===== src/rtl/gcd_pkg.sv =====
`default_nettype none

package gcd_pkg;

  localparam int OPERAND_BITS = 31;
  localparam int DATA_W = ((OPERAND_BITS + 7) / 8) * 8;
  localparam int K_W = $clog2(OPERAND_BITS);

  typedef logic [OPERAND_BITS-1:0] operand_t;

endpackage

`default_nettype wire


===== src/rtl/gcd_of_stream_unit.sv =====
// A single-item run goes from ST_IDLE to ST_FINISH, which hands the result to the output
// register once it is free. Each later request runs a binary gcd in one shared subtract
// and shift unit, one step per cycle.
// The unit takes one request at a time; the input is ready only between requests.
// Reset (rst, synchronous, active high) starts a new run and drops any pending result.
`default_nettype none

module gcd_of_stream_unit
  import gcd_pkg::*;
(
  input  wire logic              clk,
  input  wire logic              rst,
  input  wire logic              s_axis_tvalid,
  output logic                   s_axis_tready,
  input  wire logic [DATA_W-1:0] s_axis_tdata,   // operand
  input  wire logic              s_axis_tlast,   // last_item
  output logic                   m_axis_tvalid,
  input  wire logic              m_axis_tready,
  output logic [DATA_W-1:0]      m_axis_tdata,   // divisor
  output logic                   m_axis_tuser    // bad_operand
);

  typedef enum logic [2:0] {
    ST_IDLE   = 3'b001,
    ST_CALC   = 3'b010,
    ST_FINISH = 3'b100
  } state_t;

  state_t                state;
  operand_t              gcd;
  operand_t              a;
  operand_t              b;
  logic [K_W-1:0]        k;
  logic                  err;
  logic                  at_start;
  logic                  last_pend;
  logic                  out_valid;
  operand_t              out_data;
  logic                  out_err;

  operand_t              op;
  logic [OPERAND_BITS:0] diff;
  logic                  borrow;

  assign op            = s_axis_tdata[OPERAND_BITS-1:0];
  assign diff          = {1'b0, a} - {1'b0, b};
  assign borrow        = diff[OPERAND_BITS];
  assign s_axis_tready = (state == ST_IDLE);
  assign m_axis_tvalid = out_valid;
  assign m_axis_tdata  = DATA_W'(out_data);
  assign m_axis_tuser  = out_err;

  always_ff @(posedge clk) begin
    if (rst) begin
      state     <= ST_IDLE;
      gcd       <= '0;
      err       <= 1'b0;
      at_start  <= 1'b1;
      last_pend <= 1'b0;
      out_valid <= 1'b0;
    end else begin
      if (out_valid && m_axis_tready && state != ST_FINISH) begin
        out_valid <= 1'b0;
      end
      unique case (state)
        ST_IDLE: begin
          if (s_axis_tvalid) begin
            err       <= err | (op == '0);
            last_pend <= s_axis_tlast;
            at_start  <= 1'b0;
            if (at_start) begin
              gcd   <= op;
              state <= s_axis_tlast ? ST_FINISH : ST_IDLE;
            end else begin
              a     <= gcd;
              b     <= op;
              k     <= '0;
              state <= ST_CALC;
            end
          end
        end
        ST_CALC: begin
          priority if (a == '0 || b == '0) begin
            gcd   <= (a | b) << k;
            state <= last_pend ? ST_FINISH : ST_IDLE;
          end else if (!a[0] && !b[0]) begin
            a <= a >> 1;
            b <= b >> 1;
            k <= k + 1'b1;
          end else if (!a[0]) begin
            a <= a >> 1;
          end else if (!b[0]) begin
            b <= b >> 1;
          end else if (borrow) begin
            a <= b;
            b <= a;
          end else begin
            a <= diff[OPERAND_BITS-1:0];
          end
        end
        ST_FINISH: begin
          if (!out_valid || m_axis_tready) begin
            out_data  <= err ? '0 : gcd;
            out_err   <= err;
            out_valid <= 1'b1;
            gcd       <= '0;
            err       <= 1'b0;
            at_start  <= 1'b1;
            last_pend <= 1'b0;
            state     <= ST_IDLE;
          end
        end
        default: begin
          state <= ST_IDLE;
        end
      endcase
    end
  end

endmodule

`default_nettype wire


===== config.mk =====
export PLATFORM = sky130hd
export DESIGN_NAME = gcd_of_stream_unit
export DESIGN_NICKNAME = d
export VERILOG_FILES = /design/src/rtl/gcd_pkg.sv /design/src/rtl/gcd_of_stream_unit.sv
export SDC_FILE = /design/constraint.sdc
export NUM_CORES = 1
export LEC_CHECK = 0
export BUFFER_PORTS_ARGS = -buffer_cell sky130_fd_sc_hd__buf_2
export CORE_UTILIZATION = 62
export CTS_BUF_LIST = sky130_fd_sc_hd__clkbuf_4 sky130_fd_sc_hd__clkbuf_8 sky130_fd_sc_hd__clkbuf_16
export CTS_CLUSTER_DIAMETER = 150
export DETAILED_ROUTE_END_ITERATION = 6
export PLACE_DENSITY_LB_ADDON = 0.08
export SKIP_CTS_REPAIR_TIMING = 1
export SLEW_MARGIN = 30
export SYNTH_ARGS = -nofsm -noshare
export SYNTH_HDL_FRONTEND = slang
export SYNTH_SLANG_ARGS = --single-unit

===== constraint.sdc =====
create_clock -name clk -period 4.3 [get_ports clk]
set_input_delay 0.645 -clock clk [delete_from_list [all_inputs] [get_ports clk]]
set_output_delay 0.645 -clock clk [all_outputs]
set_load 0.02 [all_outputs]

==> Yosys cells after proc, flatten, opt, wreduce, memory -nomap -nowiden <==
Cells that the tools add are included.
{ "word_totals": {"n_memories": 0, "mem_bits_ro": 0, "out_inout_bits": 35, "in_bits": 37, "latchBits": 0, "word_cells": 100, "register_bits": 137, "ramBits": 0} }
{ "op_classes": {"addsub": 2, "multipliers": 0, "n_reduce_logical": 23, "shift": 1, "n_bitwise": 3, "order_cmp": 0, "n_div": 0, "n_eq_ne": 14, "muxes": 44} }
{ "op_table": {"columns": ["cell", "count"], "rows": [
  ["$mux 31", 18],
  ["$pmux 31 s2", 2],
  ["$logic_not 31->1", 3],
  ["$pmux 31 s3", 1],
  ["$sub 31x31->32", 1],
  ["$or 31x31->31", 1],
  ["$shl 31x5->31", 1],
  ["$mux 5", 4],
  ["$mux 3", 6],
  ["$reduce_and 6->1", 3],
  ["$ne 2x2->1 const B", 6],
  ["$pmux 5 s2", 1],
  ["$reduce_and 5->1", 2],
  ["$pmux 3 s3", 1],
  ["$reduce_and 3->1", 3],
  ["$mux 1", 8],
  ["$ne 4x4->1 const B", 2],
  ["$reduce_and 7->1", 1],
  ["$ne 3x3->1 const B", 2],
  ["$pmux 1 s2", 3],
  ["$add 5x1->5 const B", 1],
  ["$reduce_bool 2->1", 2],
  ["$eq 3x1->1 const B", 1],
  ["$eq 3x2->1 const B", 1],
  ["other kinds (8)", 13]
]} }

==> Longest topological paths before layout <==
Gate-level depths: netlist of run 1.
{ "depth": {"depth_word": 7, "ltp_mapped": 13, "depth_no_buf": 13} }

==> Worst setup path before layout of run 1 <==
No wires, ideal clock.
{ "synth_path": {"path_kind": "register to register", "startpoint": "register state[1]", "endpoint": "register a[10], enable pin", "setup_time_ns": 0.427, "synth_period_minus_slack_ns": 3.493, "setup_slack_ns": 0.807, "path_stages_with_launch": 7, "required_time_ns": 3.873, "arrival_time_ns": 3.066, "n_path_buf": 2, "cell_sequence": "dfxtp_1 clkbuf_1 and2_1 clkbuf_1 nor2_1 a2111o_1 a21oi_1"} }
{ "synth_via": {"elab_chain_cells": 3, "word_cells_on_any_way": 8, "classes_between": "eq/ne (6); reduce/logical (2)"} }
{ "synth_rtl": {"columns": ["element", "line_no", "source"], "rows": [
  ["start: declaration", "gcd_of_stream_unit.sv:29", "state_t state;"],
  ["start signal: assignment", "gcd_of_stream_unit.sv:73", "state <= s_axis_tlast ? ST_FINISH : ST_IDLE;"],
  ["start signal: assignment", "gcd_of_stream_unit.sv:85", "state <= last_pend ? ST_FINISH : ST_IDLE;"],
  ["$eq 3x2->1 / $eq 3x1->1 (equally long branches)", "gcd_of_stream_unit.sv:65", "unique case (state)"],
  ["$ne 4x4->1 (no source line), or another cell as far along", null, null],
  ["$reduce_and 6->1 (no source line) (*)", null, null],
  ["end signal: assignment", "gcd_of_stream_unit.sv:75", "a <= gcd;"],
  ["end signal: assignment", "gcd_of_stream_unit.sv:87", "a <= a >> 1;"],
  ["end signal: assignment", "gcd_of_stream_unit.sv:91", "a <= a >> 1;"],
  ["end: declaration", "gcd_of_stream_unit.sv:31", "operand_t a;"]
]} }
Mark *: on every way between the ends. The rest lies on a longest branch, timed or not.
A chain may end at the register's enable or synchronous reset.

==> Worst setup path in the final report of run 1 <==
{ "layout_path": {"startpoint": "register a[0]", "endpoint": "register a[30] (data pin)"} }
{ "layout_via": {"elab_chain_cells": 7, "word_cells_on_any_way": 9, "classes_between": "add/sub (1); mux (6); reduce/logical (2)"} }
{ "layout_rtl": {"columns": ["element", "line_no", "source"], "rows": [
  ["$sub 31x31->32", "gcd_of_stream_unit.sv:46", "assign diff = {1'b0, a} - {1'b0, b};"],
  ["$mux 31", "gcd_of_stream_unit.sv:94", "end else if (borrow) begin"],
  ["$mux 31", "gcd_of_stream_unit.sv:92", "end else if (!b[0]) begin"],
  ["$mux 31", "gcd_of_stream_unit.sv:90", "end else if (!a[0]) begin"],
  ["$mux 31 (*)", "gcd_of_stream_unit.sv:86", "end else if (!a[0] && !b[0]) begin"],
  ["$mux 31 (*)", "gcd_of_stream_unit.sv:83", "priority if (a == '0 || b == '0) begin"],
  ["$pmux 31 s2 (*)", "gcd_of_stream_unit.sv:65", null]
]} }
Mark *: on every way between the ends. The rest lies on a longest branch, timed or not. The select of a mux whose other input is x is not followed.

==> summary.md, run 1 <==
| Metric | Value |
|---|---|
| Power Dens Cells | 762 nW/um2 |
| Fillers | 1286 |
| CP arrival | 3.91 ns |
| CTS sink count | around 140 |
| Cell breakdown of the critical path | inv_1 -> ha_1 -> inv_1 -> fa_1 -> nor2b_1 -> o211ai_1 -> a21oi_1 -> o21ai_0 -> nand3_1 -> a221oi_1 -> o21bai_1 -> mux2i_1 -> nand2_1 |
| Synthesized cell area | 10400 um2 |
| DRT Wirelength | 32300 um |
| Worst slew pin tran | 0.913 ns |
| Setup TNS | 0 ns |
| Vias after detailed routing | 9621 |
| Final hold vios | 0 |
| Status | completed |
| Required @ worst endpoint | 4.49 ns |
| Register area | 3730 um2 |
| CORE AREA | ~16000 um2 |
| CP startpoint kind | register |
| Top delay family on crit path | compound AO/OA/AOI/OAI gates |
| N_diodes | 0 |
| CP most frequent cell | inv_1 |
| #FFs+latches synth | 137 |
| Die H | 131 um |
| Total track usage | 0.373 |
| Share of cells above drive strength 1 | 0.135 |
| Post-synth EDFFs | 99 |
| CP max stage delay | 0.46 ns |
| HPWL after detailed placement | ~24000 um |
| I/O Pins | 72 |
| First-pass GRT wire length | 48800 um |
| Critical path class | register to register |
| Drt drc | 0 |
| Routability Congestion | roughly 0.98 |
| Clk_skew | 0.0133 ns |
| Yosys warnings | 0 |
| Die Area | 17200 um2 |
| Period utilisation layout | 0.864 |
| CP Capture Type | register |
| H-tree depth | 4 |
| Min-Delay Path Class | register to register |
| CTS Root Cell | clkbuf_16 |
| Row count | between 40 and 50 |
| Fmax | 0.269 GHz |
| Post-synthesis cell count | between 1000 and 1500 |
| CTS buffer count | 17 |
| RSZ-0062 raised after global routing | no |
| Slowest-stage cell, CP | a221oi_1 |
| Post-layout nets | 1331 |
| CP bufs+invs | 2 |
| Prevailing post-synth register cell | edfxtp_1 |
| Sequential area share after synthesis | 0.361 |
| CTS tree | yes |
| Vias in the first global route | 8571 |
| Largest net degree at the start of global routing | 73 |
| WL/cell | 22.1 um |
| Fin crit period | 3.71 ns |
| CTS Buffer Depth | 2 |
| Hold Slack | 0.501 ns |
| Rel. slew slack | 0.389 |
| 1st-iter DRT viols | ~1700 |
| Initial antenna violation count | 0 |
| Die extent in x | approximately 130 um |
| Syn_area_per_cell | 8.67 um2 |
| Peak supply drop | 0.432 mV |
| Final setup viols | 0 |
| Port Buf Inserts | 69 |
| Worst-path fanout max | 4 |
| Netlist cell types | 64 |
| Clock transition at path regs | 0.07 ns |
| Ys async rst share | 0 |
| Later-pin clock latency in the skew report | roughly 0.44 ns |
| DR pass1 iterations | 6 |
| Max-slew violations | 0 |
| Net Count, Synth | 1298 |
| Area delta synth->final | 10.5% |
| Via density per instance | 6.60 |
| Footprint of the multi-input gates | 5980 um2 |
| Max-Cap Viols | 0 |
| Final ANT Viol Nets | 0 |
| Static leakage | 0.00469 uW |
| Grt ovf | 0 |
| Initial Util | 0.643 |
[routing by layer]
metal / routed length [um] / GRT usage / vias up
met5: 0 / 0 / -
met4: 1130 / 0.146 / 0
met3: 4130 / 0.0833 / 84
met2: 13600 / 0.544 / 677
met1: 13400 / 0.534 / 4456
li1: - / - / 4404
[final timing paths]
| path | endpoint | from | cells past startpoint | slack, ns |
|---|---|---|---|---|
| hold reg to reg | last_pend | last_pend | 2 | 0.50 |
| setup / recovery | a[30] | a[0] | 13 | 0.59 |
| hold / removal | last_pend | last_pend | 2 | 0.50 |
| setup reg to reg | a[30] | a[0] | 13 | 0.59 |
[worst reg2reg max path, cell delays in order, from the launching register on]
cell and delay, ns:
edfxtp_1 0.45, inv_1 0.19, ha_1 0.23, inv_1 0.07, fa_1 0.39, nor2b_1 0.16, o211ai_1 0.33, a21oi_1 0.22
o21ai_0 0.38, nand3_1 0.23, a221oi_1 0.46, o21bai_1 0.12, mux2i_1 0.19, nand2_1 0.08
[sequential cells by signal, indices dropped and copies added, names as in the netlist]
| register | flops |
|---|---|
| out_data | 31 |
| k | 5 |
| last_pend | 1 |
| err | 1 |
| b | 31 |
| a | 31 |
| m_axis_tuser | 1 |
| m_axis_tvalid | 1 |
| state | 3 |
| at_start | 1 |
| gcd | 31 |
[metrics by stage]
stage / std cells / area (um2) / utilization / worst slack, ns / power (uW)
2_1_floorplan: 1195 / 10400 / - / 0.807 / 5740
3_3_place_gp: 1425 / 10800 / 0.672 / 0.767 / 6940
3_5_place_dp: 1425 / 10800 / 0.672 / 0.752 / 7020
4_1_cts: 1457 / 11400 / 0.710 / 0.740 / 8550
5_1_grt: 1457 / 11400 / 0.710 / 0.527 / 9190
6_report: 1457 / 11400 / 0.710 / 0.585 / 8720
[synth_stat cells (4+ instances only)]
master | n | area, um2
inv_1 | 88 | 330
o31ai_1 | 6 | 45.0
mux4_2 | 15 | 338
mux2i_1 | 40 | 400
a222oi_1 | 7 | 70.1
nor2b_1 | 42 | 263
nor4_1 | 27 | 169
o22ai_1 | 15 | 93.8
o21a_1 | 9 | 67.6
mux2_2 | 11 | 124
clkbuf_1 | 49 | 184
and2_1 | 5 | 31.3
o21ai_1 | 10 | 50.1
xor2_1 | 7 | 61.3
buf_1 | 7 | 26.3
nand2_1 | 72 | 270
o21ai_0 | 99 | 495
edfxtp_1 | 99 | 2970
a22oi_1 | 16 | 120
nand2b_1 | 10 | 62.6
dfxtp_1 | 38 | 761
a21oi_1 | 99 | 495
a31oi_1 | 6 | 37.5
a211oi_1 | 39 | 293
a211o_1 | 7 | 61.3
nand3_1 | 11 | 55.1
a21boi_0 | 5 | 37.5
nor2_1 | 157 | 589
ha_1 | 65 | 813
buf_6 | 5 | 56.3
nand4_1 | 9 | 56.3
nor3_1 | 25 | 125
or2_2 | 4 | 25.0
xnor2_1 | 23 | 201
o21bai_1 | 9 | 67.6
buf_2 | 11 | 55.1
o211ai_1 | 8 | 60.1
[area by class of cell]
class                           count  share of cell area
Inverter                           89              0.0292
Multi-Input combinational cell    894               0.523
Tap cell                          216              0.0236
Clock inverter                     12              0.0108
Timing Repair Buffer               89              0.0444
Sequential cell                   137               0.326
Clock buffer                       20              0.0428
[report_power, final]
group	leakage, uW	internal [uW]	switching [uW]
registers	0.00124	1920	422
logic	0.00316	1780	3070
clock network	0.000297	894	632
total	0.00469	4590	4130
[cells in the final DEF (no fill, tap or decap), types with 15 or more instances in the layout]
master / count
nor2_1: 155
edfxtp_1: 99
o21ai_0: 98
a21oi_1: 97
inv_1: 88
nand2_1: 71
buf_2: 69
ha_1: 65
nor2b_1: 42
mux2i_1: 40
a211oi_1: 39
dfxtp_1: 37
nor4_1: 27
nor3_1: 25
xnor2_1: 23
clkbuf_16: 19
buf_4: 19
a22oi_1: 16
o22ai_1: 15
mux4_2: 15
[kinds of logic (layout without fill, tap and decap cells)]
kind of cell,after synthesis,count (layout),synth area share
AND/OR/NAND/NOR,373,373,0.169
AO/OA/AOI/OAI,358,358,0.215
multiplexers,66,66,0.0832
buffers and inverters,164,210,0.0655
flip-flops,137,137,0.361
other,1,1,0.000362
adder cells (fa/ha/maj),66,66,0.0805
XOR/XNOR,30,30,0.0254
Note: power is estimated with default switching activity, not from simulation.
==> run 2, diff against run 1 <==
Settings changed: CORE_UTILIZATION 62 to 45.
==> summary.md, run 2 (synthesis results as in run 1) <==
| Metric | Value |
|---|---|
| N_diodes | 0 |
| Port Buf Inserts | 69 |
| Area delta synth->final | 11.4% |
| Fillers | 2196 |
| CP startpoint kind | register |
| Die H | 154 um |
| Clk_skew | 0.0125 ns |
| DR pass1 iterations | 7 |
| Initial antenna violation count | 0 |
| Share of cells above drive strength 1 | 0.138 |
| WHS Path Cells | 2 |
| 1st-iter DRT viols | 830 |
| Most frequent cells in the layout | nor2_1, edfxtp_1, o21ai_0, a21oi_1, inv_1 |
| Vias after detailed routing | 9371 |
| Status | finished with violations |
| Max-slew violations | 0 |
| CTS tree | yes |
| CORE AREA | 22600 um2 |
| Final worst setup slack | 0.548 ns |
| HPWL after detailed placement | between 20000 and 30000 um |
| H-tree depth | 4 |
| Initial Util | 0.459 |
| Footprint of the multi-input gates | between 5000 and 6000 um2 |
| I/O Pins | 72 |
| Failing checks | design-rule violations |
| Post-layout nets | 1335 |
| Rel. slew slack | 0.317 |
| Peak supply drop | 0.387 mV |
| R2r worst-path depth | 13 |
| Fin crit period | 3.75 ns |
| Routability Congestion | 0.951 |
| Drt drc | 6 |
| Via density per instance | 6.12 |
| Die Area | around 24000 um2 |
| Final setup viols | 0 |
| Critical path class | register to register |
| Reg2reg setup slack | 0.55 ns |
| RSZ-0062 raised after global routing | no |
| CTS Root Cell | clkbuf_16 |
| Setup TNS | 0 ns |
| Row count | 55 |
| Vias in the first global route | 8583 |
| Required @ worst endpoint | roughly 4.5 ns |
| Period utilisation layout | 0.873 |
| Worst-path fanout max | 4 |
| Largest net degree at the start of global routing | 70 |
| WL/cell | about 22 um |
| Worst slew pin tran | about 1 ns |
| First-pass GRT wire length | 52200 um |
| CP arrival | roughly 3.9 ns |
| Pre-CTS setup slack | 0.678 ns |
| Total track usage | 0.295 |
| CTS sink count | 137 |
| CTS Buffer Depth | 2 |
| Commonest non-fill, non-tap cell in the layout | nor2_1 |
| Die extent in x | 154 um |
| Register area | 3730 um2 |
| Power Dens Cells | 756 nW/um2 |
| Final ANT Viol Nets | 0 |
| Final hold vios | 0 |
| Min-Delay Path Class | register to register |
| Clock transition at path regs | 0.07 ns |
| Later-pin clock latency in the skew report | 0.43 ns |
| Grt ovf | 0 |
| CTS buffer count | 17 |
| Max-Cap Viols | 0 |
| CP Capture Type | register |
| Static leakage | 0.00470 uW |
| DRT Wirelength | 34300 um |
| Fmax | 0.267 GHz |
[run 2: cell types whose count changed in the layout (fill, tap and decap cells not counted)]
cell and delta:
bufinv_16 -1, clkbuf_16 -1, inv_8 +3, buf_4 +4
inv_4 -1, inv_6 +1, a21oi_2 -1, clkinvlp_4 -1
a21oi_4 +1
[run 2: layout make-up]
cell class / count / share of cell area
multi-input combinational: 894 / 0.519
sequential: 137 / 0.324
timing repair buffer: 93 / 0.0466
clock buffer: 19 / 0.0402
tap: 285 / 0.0309
inverter: 89 / 0.0289
clock inverter: 13 / 0.0106
[run 2: per-layer routing]
metal  GRT usage  share of wire  vias to the layer above
met3      0.0527          0.088                       51
met1       0.431           0.46                     4481
met5           0              0                        -
li1            -              -                     4401
met2       0.427           0.42                      438
met4       0.122          0.032                        0
[run 2: worst paths after layout]
kind            start       end
max              a[0]     a[30]
min reg2reg  at_start  at_start
min          at_start  at_start
max reg2reg      a[0]     a[30]
[run 2: where the power goes]
group / total [uW] / internal (uW) / switching [uW]
combinational: 4910 / 1800 / 3110
sequential: 2340 / 1920 / 424
clock: 1470 / 815 / 657
[run 2: stage by stage]
stage               cells  power, uW  instance area, um2   util  hold slack, ns
detailed placement   1498       7160               11000  0.485           0.470
floorplan            1195       5740               10400      -           0.449
global route         1530       9290               11500  0.511           0.521
CTS                  1530       8640               11500  0.511           0.482
finish               1530       8730               11500  0.511           0.488
global placement     1498       7140               10900  0.485           0.471
[run 2: worst max-delay path, stage by stage (launching register included)]
cell and delay [ns]:
edfxtp_1 0.44, inv_1 0.16, ha_1 0.22, inv_1 0.06
fa_1 0.39, nor2b_1 0.16, o211ai_1 0.30, a21oi_1 0.23
o21ai_0 0.40, nand3_1 0.25, a221oi_1 0.49, o21bai_1 0.14
mux2i_1 0.17, nand2_1 0.07
==> run 3, diff against run 2 <==
Settings changed: CORE_UTILIZATION 45 to 40, SKIP_CTS_REPAIR_TIMING 1 to unset.
==> summary.md, run 3 (synthesis results as in run 1) <==
| Metric | Value |
|---|---|
| Status | finished with violations |
| Failing checks | design-rule violations |
| I/O Pins | 72 |
| Clock transition at path regs | 0.07 ns |
| Final worst setup slack | 0.674 ns |
| Final hold vios | 0 |
| Number of gates resized after CTS | 0 |
| CTS Root Cell | clkbuf_16 |
| Initial Util | 0.410 |
| Die Area | ~27000 um2 |
| Cell breakdown of the critical path | inv_1 -> ha_1 -> inv_1 -> fa_1 -> nor2b_1 -> o211ai_1 -> a21oi_1 -> o21ai_0 -> nand3_1 -> a221oi_1 -> o21bai_1 -> mux2i_1 -> nand2_1 |
| Largest net degree at the start of global routing | 61 |
| CP Capture Type | register |
| Fin cells | roughly 1600 |
| Die H | approximately 160 um |
| Most frequent cells in the layout | nor2_1, edfxtp_1, o21ai_0, a21oi_1, inv_1 |
| Peak supply drop | 0.313 mV |
| First-pass GRT wire length | about 54000 um |
| Initial antenna violation count | 0 |
| Port Buf Inserts | 69 |
| CTS Buffer Depth | 2 |
| Routability Congestion | 0.937 |
| Min-Delay Path Class | register to register |
| Total Power | 8810 uW |
| Row count | 58 |
| CORE AREA | around 25000 um2 |
| Total track usage | 0.272 |
| Slowest-stage cell, CP | a221oi_1 |
| WL/cell | 22.5 um |
| H-tree depth | 4 |
| Drt drc | 1 |
| Post-CTS setup buffers | 0 |
| 1st-iter DRT viols | 1130 |
| CP arrival | 3.80 ns |
| DRT Wirelength | ~36000 um |
| Share of cells above drive strength 1 | 0.139 |
| Static leakage | 0.00471 uW |
| Final setup viols | 0 |
| Commonest non-fill, non-tap cell in the layout | nor2_1 |
| Critical path class | register to register |
| Required @ worst endpoint | 4.47 ns |
| Worst-path fanout max | 4 |
| Hold_buf cts | 0 |
| Final ANT Viol Nets | 0 |
| Fin crit period | 3.63 ns |
| N_diodes | 0 |
| Post-layout nets | 1337 |
| Setup TNS | 0 ns |
| Area delta synth->final | 12.1% |
| CTS buffer count | 17 |
| Power Dens Cells | 759 nW/um2 |
| DR pass1 iterations | 7 |
| Hold Slack | 0.494 ns |
| Max-slew violations | 0 |
| CTS tree | yes |
| RSZ-0062 raised after global routing | no |
| Pre-CTS setup slack | 0.668 ns |
| Vias in the first global route | 8585 |
| Rel. slew slack | 0.380 |
| Period utilisation layout | 0.843 |
| CP startpoint kind | register |
| Vias after detailed routing | 9312 |
| Later-pin clock latency in the skew report | 0.43 ns |
| CP most frequent cell | inv_1 |
| Worst slew pin tran | roughly 0.93 ns |
| Via density per instance | roughly 5.9 |
| CTS sink count | 137 |
| Clk_skew | 0.0141 ns |
| Max-Cap Viols | 0 |
| HPWL after detailed placement | around 28000 um |
| Fmax | ~0.28 GHz |
| Placed Instances | 1545 |
| Grt ovf | 0 |
| Die extent in x | 163 um |
| CP max stage delay | 0.46 ns |
run 3: changes by cell type in the layout (fill, tap and decap cells not counted):
cell / change
inv_8: -3
buf_4: +2
clkinv_4: -2
bufinv_16: +1
clkinv_2: +1
clkinvlp_4: +1
inv_4: +1
inv_6: +1
nand3_1: +1
nand3_2: -1
run 3: report_power, final:
part	switching, uW	internal, uW	total, uW	leakage (uW)
Combinational	3140	1810	4950	0.00319
Clock	651	862	1510	0.000289
Sequential	424	1920	2340	0.00124
Total	4220	4590	8810	0.00471
run 3: area by class of cell:
| type | count | area [um2] |
|---|---|---|
| timing repair buffer | 95 | 553 |
| multi-input combinational | 894 | 5980 |
| inverter | 89 | 334 |
| sequential | 137 | 3730 |
| clock buffer | 19 | 464 |
| clock inverter | 13 | 129 |
| tap | 330 | 413 |
| fill | 2538 | 13600 |
run 3: worst paths after layout:
| path | startpoint | endpoint | cells past startpoint | slack, ns |
|---|---|---|---|---|
| setup reg to reg | a[0] | a[30] | 13 | 0.67 |
| hold reg to reg | at_start | at_start | 2 | 0.49 |
| setup / recovery | a[0] | a[30] | 13 | 0.67 |
| hold / removal | at_start | at_start | 2 | 0.49 |
run 3: per-layer routing:
layer | part of all wire | up-vias | global-route usage
li1 | - | 4404 | -
met1 | 0.48 | 4489 | 0.411
met2 | 0.43 | 374 | 0.399
met3 | 0.068 | 45 | 0.0316
met4 | 0.022 | 0 | 0.0875
met5 | 0 | - | 0
run 3: metrics by stage:
stage | area, um2 | util
floorplan | 10400 | -
CTS | 11600 | 0.460
finish | 11600 | 0.460
detailed placement | 11000 | 0.436
global route | 11600 | 0.460
global placement | 11000 | 0.436
run 3: critical path, delay by kind of cell (launching register included):
kind | cells | cell delay, ns
AOI/OAI and AO/OA | 5 | 1.50
adders and majority gates | 2 | 0.61
and+or+nand+nor | 3 | 0.44
buffers and inverters | 2 | 0.22
muxes | 1 | 0.17
DFF | 1 | 0.44
